===== src/hdl/csvft_pkg.sv =====
// ----------------------------------------------------------------------------
// csvft_pkg
// Shared types and constants for the csv field tokenizer.
// ----------------------------------------------------------------------------
`default_nettype none

package csvft_pkg;

    // character codes
    localparam logic [7:0] CH_BACKSLASH = 8'h5C;
    localparam logic [7:0] CH_CR        = 8'h0D;
    localparam logic [7:0] CH_LF        = 8'h0A;

    // configuration register reset values
    localparam logic [7:0] SEP_RESET   = 8'd44;
    localparam logic [7:0] QUOTE_RESET = 8'd34;

    // configuration register indexes
    localparam int unsigned CFG_IDX_W = 2;
    localparam logic [CFG_IDX_W-1:0] CFG_SEPARATOR  = 2'd0;
    localparam logic [CFG_IDX_W-1:0] CFG_QUOTE_CHAR = 2'd1;

    // event kinds
    localparam logic [1:0] EV_CONTENT = 2'd0;
    localparam logic [1:0] EV_FIELD   = 2'd1;
    localparam logic [1:0] EV_ROW     = 2'd2;

    // most events one byte can cause
    localparam int unsigned MAX_EVTS = 3;

    // one output event
    typedef struct packed {
        logic [1:0] kind;
        logic [7:0] data;
    } csv_evt_t;

    // all events caused by one byte, slot 0 first
    typedef struct packed {
        csv_evt_t [MAX_EVTS-1:0] evts;
        logic [1:0]              cnt;
    } csv_bundle_t;

    // head of the event queue as seen by the back end
    typedef struct packed {
        logic        empty;
        csv_bundle_t head;
    } csv_qhead_t;

endpackage : csvft_pkg

`default_nettype wire


===== src/hdl/csv_field_tokenizer.sv =====
// Path: a byte accepted enters the event queue, and its first event is then
// loaded from the queue head into the output register when that is free.
// Throughput: one byte per cycle while the output keeps up; the single output
// register drains one event per cycle, so bytes that cause several events slow
// intake once the event queue fills.
// Reset: synchronous, active low aresetn; clears parser state, queue and
// output valid, and restores separator ',' and quote '"'.
// ----------------------------------------------------------------------------
// csv_field_tokenizer
// Streaming csv tokenizer: front end parses bytes, a short queue decouples it
// from the back end that issues content, field-end and row-end events.
// ----------------------------------------------------------------------------
`default_nettype none

module csv_field_tokenizer #(
    parameter int unsigned QUEUE_DEPTH = 4
) (
    input  wire logic                            aclk,
    input  wire logic                            aresetn,
    // configuration write channel
    input  wire logic                            cfg_valid,
    output logic                                 cfg_ready,
    input  wire logic [csvft_pkg::CFG_IDX_W-1:0] cfg_index,
    input  wire logic [7:0]                      cfg_data,
    // text input
    input  wire logic                            s_tvalid,
    output logic                                 s_tready,
    input  wire logic [7:0]                      s_tdata,   // [7:0] in_byte
    input  wire logic                            s_tlast,   // end_of_text
    // event output
    output logic                                 m_tvalid,
    input  wire logic                            m_tready,
    output logic [7:0]                           m_tdata,   // [7:0] content_byte
    output logic [1:0]                           m_tuser,   // [1:0] event_kind
    output logic                                 m_tlast    // run_last
);
    import csvft_pkg::*;

    logic        q_full;
    logic        q_push;
    logic        q_pop;
    csv_bundle_t q_bundle;
    csv_qhead_t  qhead;

    // parser front end
    csvft_front u_front (
        .aclk      (aclk),
        .aresetn   (aresetn),
        .cfg_valid (cfg_valid),
        .cfg_ready (cfg_ready),
        .cfg_index (cfg_index),
        .cfg_data  (cfg_data),
        .s_tvalid  (s_tvalid),
        .s_tready  (s_tready),
        .s_tdata   (s_tdata),
        .s_tlast   (s_tlast),
        .q_full    (q_full),
        .q_push    (q_push),
        .q_bundle  (q_bundle)
    );

    // event bundle queue
    csvft_queue #(
        .DEPTH (QUEUE_DEPTH)
    ) u_queue (
        .aclk        (aclk),
        .aresetn     (aresetn),
        .push        (q_push),
        .push_bundle (q_bundle),
        .full        (q_full),
        .pop         (q_pop),
        .qhead       (qhead)
    );

    // event issue back end
    csvft_back u_back (
        .aclk     (aclk),
        .aresetn  (aresetn),
        .qhead    (qhead),
        .q_pop    (q_pop),
        .m_tvalid (m_tvalid),
        .m_tready (m_tready),
        .m_tdata  (m_tdata),
        .m_tuser  (m_tuser),
        .m_tlast  (m_tlast)
    );

endmodule : csv_field_tokenizer

`default_nettype wire


===== src/hdl/csvft_front.sv =====
// ----------------------------------------------------------------------------
// csvft_front
// Accepts text bytes, holds the parser state and configuration, and turns
// each byte into a bundle of zero to three events for the event queue.
// ----------------------------------------------------------------------------
`default_nettype none

module csvft_front (
    input  wire logic                           aclk,
    input  wire logic                           aresetn,
    // configuration write channel
    input  wire logic                           cfg_valid,
    output logic                                cfg_ready,
    input  wire logic [csvft_pkg::CFG_IDX_W-1:0] cfg_index,
    input  wire logic [7:0]                     cfg_data,
    // text input
    input  wire logic                           s_tvalid,
    output logic                                s_tready,
    input  wire logic [7:0]                     s_tdata,   // [7:0] in_byte
    input  wire logic                           s_tlast,   // end_of_text
    // event queue push side
    input  wire logic                           q_full,
    output logic                                q_push,
    output csvft_pkg::csv_bundle_t              q_bundle
);
    import csvft_pkg::*;

    logic [7:0] separator_reg;
    logic [7:0] quote_char_reg;
    logic       in_quotes_reg,  in_quotes_next;
    logic       esc_pend_reg,   esc_pend_next;
    logic       after_lb_reg,   after_lb_next;
    logic       fld_has_reg,    fld_has_next;
    logic       row_has_reg,    row_has_next;
    logic       accept;

    // append one event to a bundle, dropped once the bundle is full
    function automatic csv_bundle_t add_evt(csv_bundle_t b, logic [1:0] k, logic [7:0] d);
        csv_bundle_t r;
        r = b;
        if (b.cnt != 2'(MAX_EVTS)) begin
            r.evts[b.cnt] = '{kind: k, data: d};
            r.cnt         = b.cnt + 2'd1;
        end
        return r;
    endfunction

    assign cfg_ready = 1'b1;
    assign s_tready  = !q_full;
    assign accept    = s_tvalid && s_tready;
    assign q_push    = accept && (q_bundle.cnt != 2'd0);

    // classify the byte and work out its events and the next state
    always_comb begin
        csv_bundle_t bnd;
        logic        iq, ep, alb, fhc, rhf;
        bnd = '0;
        iq  = in_quotes_reg;
        ep  = esc_pend_reg;
        alb = after_lb_reg;
        fhc = fld_has_reg;
        rhf = row_has_reg;

        if (ep && s_tdata == quote_char_reg) begin
            // escaped quote gives a literal quote
            ep  = 1'b0;
            alb = 1'b0;
            fhc = 1'b1;
            bnd = add_evt(bnd, EV_CONTENT, quote_char_reg);
        end else begin
            // a held backslash that is not an escape is let go first
            if (ep) begin
                ep = 1'b0;
                if (quote_char_reg == CH_BACKSLASH) begin
                    iq = 1'b0;
                end else begin
                    bnd = add_evt(bnd, EV_CONTENT, CH_BACKSLASH);
                end
            end
            // ordinary byte handling
            if (s_tdata == CH_CR || s_tdata == CH_LF) begin
                if (!alb) begin
                    bnd = add_evt(bnd, EV_ROW, 8'h00);
                    fhc = 1'b0;
                    rhf = 1'b0;
                    alb = 1'b1;
                end
            end else begin
                alb = 1'b0;
                if (!iq) begin
                    if (s_tdata == separator_reg) begin
                        bnd = add_evt(bnd, EV_FIELD, 8'h00);
                        fhc = 1'b0;
                        rhf = 1'b1;
                    end else begin
                        fhc = 1'b1;
                        if (s_tdata == quote_char_reg) begin
                            iq = 1'b1;
                        end else begin
                            bnd = add_evt(bnd, EV_CONTENT, s_tdata);
                        end
                    end
                end else begin
                    fhc = 1'b1;
                    if (s_tdata == CH_BACKSLASH) begin
                        ep = 1'b1;
                    end else if (s_tdata == quote_char_reg) begin
                        iq = 1'b0;
                    end else begin
                        bnd = add_evt(bnd, EV_CONTENT, s_tdata);
                    end
                end
            end
        end

        // end of text closes whatever is open
        if (s_tlast) begin
            if (ep && quote_char_reg != CH_BACKSLASH) begin
                bnd = add_evt(bnd, EV_CONTENT, CH_BACKSLASH);
            end
            if (fhc || rhf) begin
                bnd = add_evt(bnd, EV_ROW, 8'h00);
            end
            iq  = 1'b0;
            ep  = 1'b0;
            alb = 1'b0;
            fhc = 1'b0;
            rhf = 1'b0;
        end

        q_bundle       = bnd;
        in_quotes_next = iq;
        esc_pend_next  = ep;
        after_lb_next  = alb;
        fld_has_next   = fhc;
        row_has_next   = rhf;
    end

    // parser state and configuration registers
    always_ff @(posedge aclk) begin
        if (!aresetn) begin
            separator_reg  <= SEP_RESET;
            quote_char_reg <= QUOTE_RESET;
            in_quotes_reg  <= 1'b0;
            esc_pend_reg   <= 1'b0;
            after_lb_reg   <= 1'b0;
            fld_has_reg    <= 1'b0;
            row_has_reg    <= 1'b0;
        end else begin
            if (cfg_valid && cfg_ready) begin
                case (cfg_index)
                    CFG_SEPARATOR:  separator_reg  <= cfg_data;
                    CFG_QUOTE_CHAR: quote_char_reg <= cfg_data;
                    default: ;
                endcase
            end
            if (accept) begin
                in_quotes_reg <= in_quotes_next;
                esc_pend_reg  <= esc_pend_next;
                after_lb_reg  <= after_lb_next;
                fld_has_reg   <= fld_has_next;
                row_has_reg   <= row_has_next;
            end
        end
    end

`ifndef SYNTHESIS
    // the final byte of a text leaves the parser in its reset state
    a_eot_clears: assert property (@(posedge aclk) disable iff (!aresetn)
        (accept && s_tlast) |=> (!in_quotes_reg && !esc_pend_reg && !after_lb_reg
                                 && !fld_has_reg && !row_has_reg))
        else $error("parser state not cleared after end of text");
`endif

endmodule : csvft_front

`default_nettype wire


===== src/hdl/csvft_queue.sv =====
// ----------------------------------------------------------------------------
// csvft_queue
// Short queue of event bundles between the front and back ends.
// ----------------------------------------------------------------------------
`default_nettype none

module csvft_queue #(
    parameter int unsigned DEPTH = 4
) (
    input  wire logic                    aclk,
    input  wire logic                    aresetn,
    input  wire logic                    push,
    input  wire csvft_pkg::csv_bundle_t  push_bundle,
    output logic                         full,
    input  wire logic                    pop,
    output csvft_pkg::csv_qhead_t        qhead
);
    import csvft_pkg::*;

    localparam int unsigned PTR_W = (DEPTH > 1) ? $clog2(DEPTH) : 1;
    localparam int unsigned CNT_W = $clog2(DEPTH + 1);

    csv_bundle_t      mem [DEPTH];
    logic [PTR_W-1:0] wr_ptr_reg, wr_ptr_next;
    logic [PTR_W-1:0] rd_ptr_reg, rd_ptr_next;
    logic [CNT_W-1:0] count_reg,  count_next;

    assign full        = (count_reg == CNT_W'(DEPTH));
    assign qhead.empty = (count_reg == '0);
    assign qhead.head  = mem[rd_ptr_reg];

    // pointer and fill count updates
    always_comb begin
        wr_ptr_next = wr_ptr_reg;
        rd_ptr_next = rd_ptr_reg;
        count_next  = count_reg;
        if (push) begin
            wr_ptr_next = (wr_ptr_reg == PTR_W'(DEPTH - 1)) ? '0 : wr_ptr_reg + 1'b1;
        end
        if (pop) begin
            rd_ptr_next = (rd_ptr_reg == PTR_W'(DEPTH - 1)) ? '0 : rd_ptr_reg + 1'b1;
        end
        if (push && !pop) begin
            count_next = count_reg + 1'b1;
        end else if (pop && !push) begin
            count_next = count_reg - 1'b1;
        end
    end

    always_ff @(posedge aclk) begin
        if (!aresetn) begin
            wr_ptr_reg <= '0;
            rd_ptr_reg <= '0;
            count_reg  <= '0;
        end else begin
            wr_ptr_reg <= wr_ptr_next;
            rd_ptr_reg <= rd_ptr_next;
            count_reg  <= count_next;
        end
    end

    // bundle storage
    always_ff @(posedge aclk) begin
        if (push) begin
            mem[wr_ptr_reg] <= push_bundle;
        end
    end

`ifndef SYNTHESIS
    a_no_overflow: assert property (@(posedge aclk) disable iff (!aresetn)
        !(push && full))
        else $error("push into full event queue");

    a_no_underflow: assert property (@(posedge aclk) disable iff (!aresetn)
        !(pop && qhead.empty))
        else $error("pop from empty event queue");

    a_no_empty_bundle: assert property (@(posedge aclk) disable iff (!aresetn)
        push |-> (push_bundle.cnt != 2'd0))
        else $error("bundle without events pushed");
`endif

endmodule : csvft_queue

`default_nettype wire


===== src/hdl/csvft_back.sv =====
// ----------------------------------------------------------------------------
// csvft_back
// Walks the events of the bundle at the queue head and presents them one at
// a time in the output register.
// ----------------------------------------------------------------------------
`default_nettype none

module csvft_back (
    input  wire logic                  aclk,
    input  wire logic                  aresetn,
    input  wire csvft_pkg::csv_qhead_t qhead,
    output logic                       q_pop,
    output logic                       m_tvalid,
    input  wire logic                  m_tready,
    output logic [7:0]                 m_tdata,   // [7:0] content_byte
    output logic [1:0]                 m_tuser,   // [1:0] event_kind
    output logic                       m_tlast    // run_last
);
    import csvft_pkg::*;

    logic       out_valid_reg, out_valid_next;
    logic [7:0] out_data_reg,  out_data_next;
    logic [1:0] out_kind_reg,  out_kind_next;
    logic       out_last_reg,  out_last_next;
    logic [1:0] slot_reg,      slot_next;
    logic       load;
    logic       last_slot;
    csv_evt_t   cur_evt;

    assign load      = !out_valid_reg || m_tready;
    assign cur_evt   = qhead.head.evts[slot_reg];
    assign last_slot = (slot_reg == qhead.head.cnt - 2'd1);
    assign q_pop     = load && !qhead.empty && last_slot;

    // next event into the output register
    always_comb begin
        out_valid_next = out_valid_reg;
        out_data_next  = out_data_reg;
        out_kind_next  = out_kind_reg;
        out_last_next  = out_last_reg;
        slot_next      = slot_reg;
        if (load) begin
            out_valid_next = !qhead.empty;
            if (!qhead.empty) begin
                out_data_next = cur_evt.data;
                out_kind_next = cur_evt.kind;
                out_last_next = last_slot;
                slot_next     = last_slot ? 2'd0 : slot_reg + 2'd1;
            end
        end
    end

    always_ff @(posedge aclk) begin
        if (!aresetn) begin
            out_valid_reg <= 1'b0;
            slot_reg      <= 2'd0;
        end else begin
            out_valid_reg <= out_valid_next;
            slot_reg      <= slot_next;
        end
        out_data_reg <= out_data_next;
        out_kind_reg <= out_kind_next;
        out_last_reg <= out_last_next;
    end

    assign m_tvalid = out_valid_reg;
    assign m_tdata  = out_data_reg;
    assign m_tuser  = out_kind_reg;
    assign m_tlast  = out_last_reg;

`ifndef SYNTHESIS
    // field and row ends carry no content byte
    a_marker_zero: assert property (@(posedge aclk) disable iff (!aresetn)
        (m_tvalid && m_tuser != EV_CONTENT) |-> (m_tdata == 8'h00))
        else $error("end marker with nonzero data");
`endif

endmodule : csvft_back

`default_nettype wire


===== config.mk =====
export PLATFORM = sky130hd
export DESIGN_NAME = csv_field_tokenizer
export DESIGN_NICKNAME = d
export VERILOG_FILES = /design/src/hdl/csvft_pkg.sv /design/src/hdl/csv_field_tokenizer.sv /design/src/hdl/csvft_front.sv /design/src/hdl/csvft_queue.sv /design/src/hdl/csvft_back.sv
export SDC_FILE = /design/constraint.sdc
export NUM_CORES = 1
export LEC_CHECK = 0
export BUFFER_PORTS_ARGS = -buffer_cell sky130_fd_sc_hd__buf_4
export CAP_MARGIN = 20
export CORE_MARGIN = 3
export CORE_UTILIZATION = 30
export CTS_CLUSTER_DIAMETER = 60
export CTS_CLUSTER_SIZE = 20
export DETAILED_ROUTE_END_ITERATION = 10
export HOLD_SLACK_MARGIN = 0.02
export PLACE_DENSITY = 0.49
export SLEW_MARGIN = 10
export SYNTH_ARGS = -nofsm -noshare
export SYNTH_HDL_FRONTEND = slang
export SYNTH_SLANG_ARGS = --single-unit

===== constraint.sdc =====
create_clock -name aclk -period 3.57 [get_ports aclk]
set_input_delay 0.357 -clock aclk [delete_from_list [all_inputs] [get_ports aclk]]
set_output_delay 0.357 -clock aclk [all_outputs]
set_load 0.005 [all_outputs]

-- After elaboration in Yosys (flattened, before gate mapping)
Memories as Yosys holds them, arrays and structs flattened. A register that Yosys moved wholly into a read port is not among the register bits.
Index checks and enable logic that the tools add are counted.
- register bits after elaboration: 42
- bits in writable memories: 128
- bits of input ports: 24
- output and inout bits: 14
- logic and storage cells: 156
- memories: 1
- add/subtract/negate cells: 9
- order comparisons: 7
- equality and inequality tests: 16
- muxes and demuxes: 68
- bitwise operators: 13
- reduce and logical (&&, ||, !) cells: 27
- memory list (memory ; depth ; width ; read ports ; clocked after Yosys merged registers in ; wr ports ; line ; source):
    u_queue.mem ; 4 ; 32 ; 1 ; 1 ; 1 ; csvft_queue.sv:23 ; csv_bundle_t mem [DEPTH];
- operators with widths (cell ; number):
    32-bit two-way mux ; 18
    27-bit bitwise AND ; 3
    27-bit inverter ; 3
    10-bit demux with 2-bit select ; 3
    10-bit two-way mux ; 4
    1-bit two-way mux ; 33
    30-bit bitwise mux ; 1
    10-bit binary-select mux with 2-bit select ; 1
    18-bit bitwise AND ; 1
    18-bit inverter ; 1
    8-bit by 4-bit == test with 1-bit output, second input constant ; 2
    8-bit by 7-bit == test with 1-bit output, second input constant ; 2
    8-bit == test ; 2
    2-bit by 1-bit adder with 2-bit output, second input constant ; 6
    2-bit by 3-bit less-than comparator with 1-bit output, second input constant ; 4
    12-bit bitwise OR ; 1
    1-bit logical AND ; 11
    2-bit two-way mux ; 5
    9-bit two-way mux ; 1
    3-bit bitwise OR ; 3
    2-bit inequality test, second input constant ; 4
    8-bit by 7-bit inequality test with 1-bit output, second input constant ; 1
    2-bit AND reduction ; 4
    2-bit by 1-bit >= comparator with 1-bit output, second input constant ; 3
    other kinds (14) ; 23

-- Logic depth before layout (Yosys ltp)
- depth after elaboration: 39
- gate-level depth with buffers: 16

-- Modules after synthesis
A second synthesis with hierarchy kept.
- cells, all modules: 521
- area, all modules: 7807.5 um^2
- by module, submodules not included (module ; times used ; cells an instance ; area an instance (um^2) ; sequential area each (um^2)):
    csvft_queue ; 1 ; 211 ; 5116.2 ; 4023.9
    csvft_front ; 1 ; 243 ; 1970.6 ; 420.4
    csvft_back ; 1 ; 67 ; 720.7 ; 390.4

-- Worst setup path after synthesis
OpenSTA, ideal clock, no wires.
- path type: reg2reg
- start: register u_front.quote_char_reg[7]
- end: register u_queue.count_reg[2]
- arrival time: 3491 ps
- slack: 3 ps
- cell stages (with the launch flop): 16
- path buffers: 1
- path through: dfxtp_1 -> nand4bb_1 -> or2_1 -> buf_6 -> nand2_1 -> inv_1 -> ha_1 -> a31o_2 -> o41ai_4 -> a41oi_2 -> ha_1 -> inv_1 -> fa_1 -> xor2_1 -> or3_1 -> a21boi_0
- longest elaborated chain between the ends: 24
- elaborated cells between the ends (all ways): 50
- classes of those cells: add/sub (3); eq/ne (6); mux (32); reduce/logical (9)
- ends and longest elaborated chain (element ; line ; source):
    from (decl) ; csvft_front.sv:29 ; logic [7:0] quote_char_reg;
    from (signal assigned) ; csvft_front.sv:153 ; CFG_QUOTE_CHAR: quote_char_reg <= cfg_data;
    8-bit by 7-bit == test with 1-bit output ; csvft_front.sv:74 ; if (quote_char_reg == CH_BACKSLASH) begin
    9-bit two-way mux ; csvft_front.sv:74 ;
    32-bit two-way mux ; csvft_front.sv:72 ; if (ep) begin
    32-bit two-way mux ; csvft_front.sv:64 ; if (ep && s_tdata == quote_char_reg) begin
    2-bit by 1-bit adder with 2-bit output / 2-bit inequality test (equally long branches) ; csvft_front.sv:43, csvft_front.sv:41 ;
    32-bit two-way mux ; csvft_front.sv:41 ; if (b.cnt != 2'(MAX_EVTS)) begin
    32-bit two-way mux ; csvft_front.sv:97, csvft_front.sv:107 ;
    32-bit two-way mux (on tied branches) ; csvft_front.sv:91, csvft_front.sv:105 ;
    (+9 left out) ; - ;
    32-bit two-way mux ; csvft_front.sv:121 ; if (fhc || rhf) begin
    32-bit two-way mux * ; csvft_front.sv:117 ; if (s_tlast) begin
    2-bit nonzero test * ; csvft_front.sv:51 ; assign q_push = accept && (q_bundle.cnt != 2'd0);
    1-bit logical AND * ; csvft_front.sv:51 ;
    via q_push ; csv_field_tokenizer.sv:40 ; logic q_push;
    1-bit logical NOT ; csvft_queue.sv:45 ; end else if (pop && !push) begin
    1-bit logical AND ; csvft_queue.sv:45 ;
    2-bit nonzero test (no source line) ; - ;
    to (signal assigned) ; csvft_queue.sv:58 ; count_reg <= count_next;
    to (decl) ; csvft_queue.sv:26 ; logic [CNT_W-1:0] count_reg, count_next;
The timed path passes the listed nets; every way through them passes the cells marked *. The select of a mux whose other input is x is not followed.
A chain may end at the register's enable or synchronous reset.

-- Final worst setup path
Ends and elaborated chain as after synthesis.

==> metrics.yaml <==
drt:
  drt-vias-per-instance: 4.91
  ant_nets: 0
  post-route-drc-count: 0
  wl_per_cell_um: 18.7
  vias: 4015
  first_pass_iters: 4
  drt_first_iter_violations: 258
  wl_mm: 15.2
clocking:
  clk_pin_slew_ns: 0.06
  htree_levels: 4
  cts_root_buffer: "clkbuf_16"
  cts_sinks: 140
  clk_path_buf_depth: 2
  ctsHoldBuffers: 0
  cts_tree: "yes"
  insertion_delay_ns: 0.42
  numCtsBuffers: 17
final_layout:
  largest_reg_flops: 96
  antenna_cells: 0
  fin_area_um2: 7750
  fin_util_pct: 36.8
  area_delta_synth_final_pct: 20.0
  finalNetCount: 563
  regMostFlops: "u_queue.mem"
  layout-drive-gt1-share_pct: 24.4
  fin_cells: 817
synthesis:
  yosysWarnings: 0
  yosysTopAreaCell: "edfxtp_1"
  yosysTopAreaCellShare_pct: 49.7
  syn_area_per_cell_um2: 13.7
  ys_ff_latch: 140
  synth_area_um2: 6460
  synth_common_cells: "edfxtp_1, nand2_1, dfxtp_1"
  synthTopCellsByArea: "edfxtp_1, dfxtp_1, mux4_2"
  syn_inst: 472
  ys_seq_area_share_pct: 60.0
  synth_flop_cell: "edfxtp_1"
  synth-edff-count: 107
  ys_async_sr_fraction_pct: 0
  synth_most_common_cell: "edfxtp_1"
  synth_cell_types: 64
sta:
  drv_slew: 0
  relSlewSlack_pct: 47.1
  finalSetupViolations: 0
  hold_viol_final: 0
  fmax_mhz: 302
  holdWs_ns: 0.166
  period_minus_slack_ns: 3.31
  tightest_slew_ns: 0.787
  rsz0062_at_grt: "no"
  skew_ns: 0.00901
  finalSetupTns_ns: 0
  fin_crit_sh_pct: 92.6
  fin_ws_ns: 0.263
placed_design:
  place_congestion: 0.851
  dp.cells: 783
  post_dp_cell_area_um2: 7140
  post-dp-hpwl_mm: 10.5
  place_ws_ns: 0.158
  numPortBuffers: 36
setup_path:
  cp_data_required_time_ns: 3.92
  worstPathMaxFanout: 6
  start_kind: "flip-flop"
  path_class: "flip-flop to flip-flop"
  reg2reg_depth: 15
  end_kind: "flip-flop"
  cp_data_arrival_time_ns: 3.66
floorplan:
  dieArea_um2: 23300
  num_io_pins: 38
  die-width_um: 153
  start_util_pct: 30.6
  num_rows: 53
  fp.dieH_um: 153
  core_um2: 21100
grt:
  grt_pass1_wl_mm: 24.2
  grt_use_total_pct: 13.5
  grt_pass1_vias: 4211
  grt_max_degree: 34
  grt-ovfl-total: 0
  antenna_found_initial: 0
power_and_ir_drop:
  leakage_nw: 2.75
  power_density_nw_per_um2: 624
  power.total_mw: 4.83
  max-vdd-ir-drop_uv: 324
outcome:
  status: "finished clean"
worst_hold_path:
  hold_path_class: "input pin to flip-flop"
  holdPathStages: 3
flow_run:
  cap_violations: 0
layout by cell type, fill, tap and decap left out, drive strengths merged, types with 4 or more instances in the layout:
cell / Yosys / final
edfxtp: 107 / 107
buf: 12 / 60
nand2: 40 / 40
dfxtp: 33 / 33
mux2i: 25 / 25
nor2: 24 / 24
mux4: 24 / 24
clkbuf: 13 / 22
nor2b: 18 / 18
a21oi: 18 / 18
o21ai: 17 / 17
xnor2: 17 / 17
inv: 12 / 13
nand4: 10 / 10
ha: 9 / 9
nand3: 8 / 8
and2: 7 / 7
a21boi: 7 / 7
clkinv: 1 / 6
or3: 5 / 5
conb: 2 / 5
nor3: 5 / 5
o21a: 4 / 4
a22oi: 4 / 4
nor3b: 4 / 4
where the power goes:
part | internal (mW) | leakage (nW) | switching [mW] | total, mW
Sequential | 2.04 | 1.28 | 0.0979 | 2.14
Clock | 1.03 | 0.268 | 0.660 | 1.69
Combinational | 0.489 | 1.20 | 0.520 | 1.01
Total | 3.56 | 2.75 | 1.28 | 4.83
per-layer routing:
| metal | track usage, % | vias up | wire (µm) |
|---|---|---|---|
| li1 | - | 1896 | - |
| met1 | 17.6 | 2028 | 7000 |
| met2 | 22.3 | 76 | 7440 |
| met3 | 3.12 | 15 | 590 |
| met4 | 4.33 | 0 | 210 |
| met5 | 0 | - | 0 |
timing repair:
action                     4_1_cts  5_1_grt
setup endpoints to repair        0        2
setup buffers                    0        2
resized for setup                0        7
cell type report:
cell class	instances	area (µm²)
clock buffers	22	444
clock inverters	10	116
fillers	2060	13300
inverters	13	48.8
multi-input cells	297	2470
flip-flops and latches	140	3880
well taps	275	344
repair buffers	60	450
worst max-delay path, cell delays in order (launching register included):
cell and delay (ns):
dfxtp_1 0.35, nand4bb_4 0.25, or2_4 0.30, nand2_1 0.09, inv_1 0.06, ha_1 0.30, o211ai_1 0.10, nand2_1 0.14
o41ai_4 0.11, a41oi_2 0.22, ha_1 0.21, inv_1 0.07, fa_1 0.43, xor2_1 0.17, or3_1 0.30, a21boi_1 0.14
kinds of logic (layout without fill, tap and decap cells):
logic type / count (synthesis) / in the layout / share of synthesized area (%)
other: 2 / 5 / 0.116
buffers and inverters: 38 / 105 / 2.54
muxes: 49 / 49 / 12.2
and+or+nand+nor: 139 / 139 / 12.0
AOI/OAI and AO/OA: 75 / 75 / 7.98
DFF: 140 / 140 / 60.0
xor gates and xnor gates: 19 / 19 / 3.16
adders and majority gates: 10 / 10 / 2.05
path summary, 6_finish.rpt:
path	slack, ns	to	from
hold / removal	0.17	u_front.quote_char_reg[5]	cfg_data[5]
hold reg to reg	0.48	u_back.m_tvalid	u_back.m_tvalid
setup / recovery	0.26	u_queue.count_reg[2]	u_front.quote_char_reg[7]
setup reg to reg	0.26	u_queue.count_reg[2]	u_front.quote_char_reg[7]
Note: power is estimated with default switching activity, not from simulation.
